===== src/smfb_pkg.sv =====
// Shared types, constants and table functions for the softmax forward/backward block.
package smfb_pkg;

    typedef enum logic [1:0] {
        ST_OK      = 2'd0,
        ST_TRUNC   = 2'd1,
        ST_NOMATCH = 2'd2
    } t_status;

    localparam logic CMD_FWD = 1'b0;
    localparam logic CMD_BWD = 1'b1;

    localparam int VAL_W     = 16;
    localparam int EXP_W     = 32;
    localparam int OUT_W     = 17;
    localparam int QUO_W     = 16;
    localparam int DIV_NUM_W = 47;
    localparam int OUT_MAX   = 65535;
    localparam int OUT_MIN   = -65536;

    localparam logic [63:0] ONE_Q31      = 64'h8000_0000;
    localparam logic [63:0] HALF_Q31     = 64'h4000_0000;
    localparam logic [63:0] EXP_M1_Q31   = 64'd790015084;

    // exp(-n) in Q0.31, built by repeated multiplication with exp(-1).
    function automatic logic [31:0] exp_int_val(input int n);
        logic [63:0] v;
        int i;
        v = ONE_Q31;
        for (i = 0; i < 16; i++) begin
            if (i < n) begin
                v = (v * EXP_M1_Q31 + HALF_Q31) >> 31;
            end
        end
        return v[31:0];
    endfunction

    // exp(-k/2^bits) in Q0.31 from a truncated alternating Taylor series.
    function automatic logic [31:0] exp_frac_val(input int k, input int bits);
        logic [63:0] term;
        logic [63:0] pos;
        logic [63:0] neg;
        int i;
        term = ONE_Q31;
        pos  = ONE_Q31;
        neg  = 64'd0;
        for (i = 1; i <= 16; i++) begin
            term = ((term * 64'(k)) >> bits) / 64'(i);
            if ((i % 2) == 1) begin
                neg = neg + term;
            end else begin
                pos = pos + term;
            end
        end
        return 32'(pos - neg);
    endfunction

endpackage


===== src/smfb_div.sv =====
// Restoring divider, one quotient bit per cycle, result held until the next start.
module smfb_div #(
    parameter int DEN_W = 38
) (
    input  logic                          i_clk,
    input  logic                          i_rst_n,
    input  logic                          i_start,
    input  logic [smfb_pkg::DIV_NUM_W-1:0] i_num,
    input  logic [DEN_W-1:0]              i_den,
    output logic                          o_done,
    output logic [smfb_pkg::QUO_W-1:0]    o_quo
);
    import smfb_pkg::*;

    localparam int CW = $clog2(QUO_W + 1);

    logic [DEN_W-1:0] r_rem;
    logic [DEN_W-1:0] r_den;
    logic [QUO_W-1:0] r_low;
    logic [QUO_W-1:0] r_quo;
    logic [CW-1:0]    r_cnt;
    logic             r_busy;
    logic             r_fin;
    logic [DEN_W:0]   w_t;
    logic             w_ge;

    assign w_t  = {r_rem, r_low[QUO_W-1]};
    assign w_ge = (w_t >= {1'b0, r_den});

    always_ff @(posedge i_clk) begin
        if (!i_rst_n) begin
            r_busy <= 1'b0;
            r_fin  <= 1'b0;
            r_cnt  <= '0;
        end else if (i_start) begin
            // The quotient always fits in QUO_W bits, so the upper part is below the divisor.
            r_busy <= 1'b1;
            r_fin  <= 1'b0;
            r_cnt  <= CW'(QUO_W);
            r_rem  <= DEN_W'(i_num >> QUO_W);
            r_low  <= i_num[QUO_W-1:0];
            r_den  <= i_den;
        end else if (r_busy) begin
            r_rem <= w_ge ? DEN_W'(w_t - {1'b0, r_den}) : w_t[DEN_W-1:0];
            r_low <= {r_low[QUO_W-2:0], 1'b0};
            r_quo <= {r_quo[QUO_W-2:0], w_ge};
            r_cnt <= r_cnt - CW'(1);
            if (r_cnt == CW'(1)) begin
                r_busy <= 1'b0;
                r_fin  <= 1'b1;
            end
        end
    end

    assign o_done = r_fin;
    assign o_quo  = r_quo;

endmodule

===== config.mk =====
export PLATFORM = sky130hd
export DESIGN_NAME = smfb_div
export DESIGN_NICKNAME = d
export VERILOG_FILES = /design/src/smfb_pkg.sv /design/src/smfb_div.sv
export SDC_FILE = /design/constraint.sdc
export NUM_CORES = 1
export LEC_CHECK = 0
export BUFFER_PORTS_ARGS = -buffer_cell sky130_fd_sc_hd__buf_4
export CAP_MARGIN = 20
export CORE_UTILIZATION = 30
export DETAILED_ROUTE_END_ITERATION = 12
export SLEW_MARGIN = 20
export SYNTH_ARGS = -nofsm -noshare
export SYNTH_HDL_FRONTEND = slang
export SYNTH_SLANG_ARGS = --single-unit

===== constraint.sdc =====
create_clock -name i_clk -period 7.05 [get_ports i_clk]
set_clock_uncertainty 0.1 [all_clocks]
set_input_delay 1.41 -clock i_clk [delete_from_list [all_inputs] [get_ports i_clk]]
set_output_delay 1.41 -clock i_clk [all_outputs]
set_load 0.02 [all_outputs]

==> results of run 1 <==
[final timing paths]
kind | from | endpoint | depth (start not counted)
worst max-delay path | r_rem[26] | r_rem[8] | 10
worst min-delay path | o_quo[12] | o_quo[13] | 0
worst max register to register | r_rem[26] | r_rem[8] | 10
worst min register to register | o_quo[12] | o_quo[13] | 0
[cells in the final DEF, fill, tap and decap left out, drive strengths merged, types with 8 or more instances in the layout]
cell type,synthesis,layout
a211oi,9,9
a21o,18,18
a21oi,43,43
and2,8,8
buf,16,106
clkbuf,12,17
clkinv,1,10
edfxtp,108,108
ha,40,40
inv,50,50
mux2,15,15
mux2i,22,22
nand2,56,56
nand3,17,17
nor2,30,30
o21a,11,11
o21ai,42,42
xnor2,23,23
xor2,14,14
[metal layers]
metal,track usage,vias up,wire [um],part of all wire
met2,0.215,96,6790,0.45
met4,0.0390,0,157,0.010
met3,0.0353,11,617,0.041
met1,0.180,2280,7570,0.50
li1,-,2529,-,-
met5,0,-,0,0
[power breakdown]
| part | total, mW | internal (mW) | switching, mW |
|---|---|---|---|
| registers | 0.840 | 0.816 | 0.0238 |
| clock network | 0.901 | 0.587 | 0.314 |
| logic | 0.533 | 0.238 | 0.295 |
| total | 2.27 | 1.64 | 0.633 |
[cells by family (layout without fill, tap and decap cells)]
group,count (synthesis),count (layout),synth area share
adder cells (fa/ha/maj),41,41,0.0764
AO/OA/AOI/OAI,167,167,0.157
buffers and inverters,79,188,0.0520
multiplexers,37,37,0.0571
flip-flops,115,115,0.497
AND/OR/NAND/NOR,158,158,0.113
XOR/XNOR,37,37,0.0476
[metrics by stage]
step | power, mW | utilization
2_1_floorplan | 1.26 | -
3_3_place_gp | 1.38 | 0.354
3_5_place_dp | 1.39 | 0.354
4_1_cts | 2.30 | 0.382
5_1_grt | 2.40 | 0.382
6_report | 2.27 | 0.382
[cell usage after synthesis (3+ instances only)]
cell      number  area [um^2]
edfxtp_1     108         3240
nand2_1       56          210
inv_1         50          188
a21oi_1       42          210
ha_1          40          500
o21ai_0       38          190
nor2_1        30          113
xnor2_1       23          201
mux2i_1       22          220
a21o_1        18          135
nand3_1       17         85.1
mux2_2        15          169
xor2_1        14          123
o21a_1        11         82.6
clkbuf_1      10         37.5
a211oi_1       9         67.6
and2_1         8         50.1
buf_2          8         40.0
a31oi_1        7         43.8
and3_1         7         43.8
dfxtp_1        7          140
nor3_1         7         35.0
nor3b_1        6         45.0
a21boi_0       5         37.5
or3_1          5         31.3
nand4_1        4         25.0
o21ai_1        4         20.0
nand2b_1       3         18.8
nor2b_1        3         18.8
nor4_1         3         18.8
o211ai_1       3         22.5
o22ai_1        3         18.8
o31a_1         3         26.3
[registers in the layout (all words and copies together), names as in the netlist]
register	flops
o_done	1
r_cnt	5
r_den	38
r_rem	38
o_quo	16
r_busy	1
r_low	16
[cell type report]
class | count | area [um^2]
sequential | 115 | 3380
clock buffer | 17 | 425
fill | 2162 | 13600
multi-input combinational | 440 | 3080
inverter | 51 | 191
clock inverter | 14 | 189
tap | 280 | 350
timing repair buffer | 106 | 796
==> impl_metrics.toml, run 1 <==
[grt]
overflow = 0
grtUsageTotal = 0.135
grt_max_degree = 83
grt_pass1_wl_um = 24800
grt_pass1_vias = 4812
antenna_found_initial = 0

[synth]
yosysUniqueCellTypes = 67
synth_cells = 634
synth.ff_latch_count = 115
synthArstFlopShare = 0
yosysWarnings = 0
synth.avg_cell_area_um2 = 10.7
syn_nets = 763
seq_area_frac_synth = 0.497
syn-cell-area_um2 = 6810
synth-main-ff-cell = "edfxtp_1"
synth-edff-count = 108

[worst_setup_path]
cp_top_family = "simple AND/OR/NAND/NOR gates"
crit_fanout = 28
crit_buf_inv = 1
critPathKind = "register to register"
path_cells = "ha_1 > and3_1 > and2b_2 > nand3_1 > or4_1 > o211ai_1 > o31a_2 > buf_4 > mux2i_1 > o21ai_0"
end_kind = "register"
start_kind = "register"
cp.required_ps = 7080
critPathSlowestCell = "o31a_2"
arrival_ps = 3880
cpPeakStageDelay_ps = 600
reg2reg_slack_ps = 3200

[sta]
maxClockFrequency_ghz = 0.260
setup_viol = 0
hold_viol_final = 0
fin_setup_tns_ps = 0
hold_ws_ps = 354
fin_ws_ps = 3200
maxSlewHeadroom = 0.357
finalCritPeriodShare = 0.546
worstMarginPinSlew_ps = 964
rsz0062_at_grt = "no"
min_period_ps = 3850
drv_slew = 0

[job]
maxCapViolCount = 0

[layout]
n_antenna_cell = 0
nets = 860
stdcell_count = 1023
final_layout_size_suffix_gt1_frac = 0.214
syn_to_final_growth_pct = 23.5
design_area_um2 = 8410

[clock_tree]
tritoncts = "built"
cts_sinks = 115
insertion_delay_ps = 410
postCtsHoldBufs = 0
cts_inserted_buffers = 17
cts_buffer_depth = 2
htreeDepth = 4
cts_resized = 0
root_buffer = "clkbuf_16"
path_clk_slew_ps = 60
post-cts-setup-buffers = 0

[placement]
dp_hpwl_um = 10900
preCtsSetupSlack_ps = 3110
portBuffers = 104
gp_congestion = 0.835
placedCellCount = 992
place_area_um2 = 7800

[drt]
avgRoutedWirePerCell_um = 14.8
remaining_drc_errors = 5
postRouteAntennaNets = 0
dr.pass1.iters = 10
detail_route.vias_per_cell = 4.81
drt-total-wl_um = 15100
initialDrtViolationCount = 302
vias = 4916

[floorplan]
fp-row-count = 54
core_um2 = 22000
die-height_um = 153
dieArea_um2 = 23300
start_util = 0.309
die-width_um = 153
ios = 105

[power_and_ir_drop]
p_leak_nw = 3.47
p_per_area_nw_per_um2 = 270
peakVddDrop_mv = 0.137

[status]
violations = "design-rule violations"
status = "finished, violations left"

[min_path]
hold_class = "register to register"
Power figures use the tool's default switching activity.
==> run 2, diff against run 1 <==
==> constraint.sdc (replaced) <==
create_clock -name i_clk -period 3.7 [get_ports i_clk]
set_clock_uncertainty 0.1 [all_clocks]
set_input_delay 0.74 -clock i_clk [delete_from_list [all_inputs] [get_ports i_clk]]
set_output_delay 0.74 -clock i_clk [all_outputs]
set_load 0.02 [all_outputs]
==> impl_metrics.toml, run 2 (synthesized netlist as in run 1, its figures left out) <==
[floorplan]
fp-row-count = 54
core_um2 = 22000
ios = 105
start_util = 0.309
die-width_um = 153
die-height_um = 153
dieArea_um2 = 23300

[worst_setup_path]
path_cells = "ha_1 > and3_1 > and2b_2 > nand3_1 > or4_1 > o211ai_1 > o31a_2 > buf_4 > mux2i_1 > o21ai_0"
cpPeakStageDelay_ps = 510
critPathSlowestCell = "or4_1"
start_kind = "register"
reg2reg_slack_ps = 420
cp.required_ps = 3760
critPathKind = "register to register"
arrival_ps = 3330
end_kind = "register"
crit_fanout = 14

[placement]
preCtsSetupSlack_ps = 380
gp_congestion = 0.830
portBuffers = 104
dp_hpwl_um = 11300

[drt]
detail_route.vias_per_cell = 4.85
postRouteAntennaNets = 0
avgRoutedWirePerCell_um = 15.2
remaining_drc_errors = 6
initialDrtViolationCount = 289
vias = 5012
dr.pass1.iters = 9
drt-total-wl_um = 15700

[clock_tree]
cts_resized = 0
cts_buffer_depth = 2
cts_inserted_buffers = 17
postCtsHoldBufs = 0
tritoncts = "built"
post-cts-setup-buffers = 0
root_buffer = "clkbuf_16"
htreeDepth = 4
path_clk_slew_ps = 70
cts_sinks = 115
insertion_delay_ps = 430

[power_and_ir_drop]
p_leak_nw = 3.48
p_per_area_nw_per_um2 = 497
peakVddDrop_mv = 0.248

[layout]
final_layout_size_suffix_gt1_frac = 0.224
reg_top3 = "r_den (38), r_rem (38)"
fill_cells = 2243
syn_to_final_growth_pct = 23.5
nets = 869
utilization = 0.382
final_cell_mix = "buf_4, edfxtp_1, nand2_1, inv_1, a21oi_1"
final_common_cell = "buf_4"
n_antenna_cell = 0

[grt]
grtUsageTotal = 0.142
grt_pass1_wl_um = 25800
grt_pass1_vias = 5057
grt_max_degree = 56
antenna_found_initial = 0
overflow = 0

[sta]
fin_setup_tns_ps = 0
rsz0062_at_grt = "no"
fin_ws_ps = 422
maxClockFrequency_ghz = 0.305
setup_viol = 0
finalCritPeriodShare = 0.886
hold_ws_ps = 354
worstMarginPinSlew_ps = 1010
maxSlewHeadroom = 0.328
min_period_ps = 3280
drv_slew = 0
hold_viol_final = 0

[status]
status = "finished, violations left"
violations = "design-rule violations"

[min_path]
hold_class = "register to register"

[job]
maxCapViolCount = 0
-- run 2: changes by cell type in the layout (fill, tap and decap cells not counted), sizes merged --
cell / delta
buf: +9
inv: +8
bufinv: -4
clkinv: -4
clkinvlp: +1
-- run 2: worst max-delay path: cells and delay by family (launching register included) --
kind | cells | cell delay (ps)
AND/OR/NAND/NOR | 4 | 1060
AO/OA/AOI/OAI | 3 | 510
adder cells (fa/ha/maj) | 1 | 470
flip-flops | 1 | 380
buffers and inverters | 1 | 300
multiplexers | 1 | 210
-- run 2: power by group --
| group | switching, mW | internal (mW) | total [mW] |
|---|---|---|---|
| combinational | 0.569 | 0.473 | 1.04 |
| clock | 0.670 | 0.870 | 1.54 |
| sequential | 0.0444 | 1.55 | 1.60 |
-- run 2: final timing paths --
| check | from | to | cells after the start |
|---|---|---|---|
| worst max register to register | r_rem[26] | r_rem[6] | 10 |
| worst min register to register | o_quo[7] | o_quo[8] | 0 |
| worst min-delay path | o_quo[7] | o_quo[8] | 0 |
| worst max-delay path | r_rem[26] | r_rem[6] | 10 |
-- run 2: final cells by class --
cell class | instances | area (um^2) | area share
clock buffers | 17 | 425 | 0.0506
clock inverters | 15 | 120 | 0.0143
inverters | 51 | 191 | 0.0228
multi-input cells | 440 | 3070 | 0.366
flip-flops and latches | 115 | 3380 | 0.402
well taps | 280 | 350 | 0.0417
repair buffers | 115 | 863 | 0.103
-- run 2: per-stage QoR --
step / area, um^2 / total power [mW] / cells
finish: 8410 / 4.18 / 1033
global route: 8410 / 4.42 / 1033
CTS: 8410 / 4.24 / 1033
detailed placement: 7860 / 2.67 / 1001
global placement: 7860 / 2.66 / 1001
floorplan: 6810 / 2.41 / 634
-- run 2: per-layer routing --
layer,global-route usage,up-vias,wire length [um],share of wire
met3,0.0435,9,965,0.061
met5,0,-,0,0
met2,0.228,121,7190,0.46
li1,-,2553,-,-
met4,0.0457,0,145,0.0092
met1,0.182,2329,7430,0.47
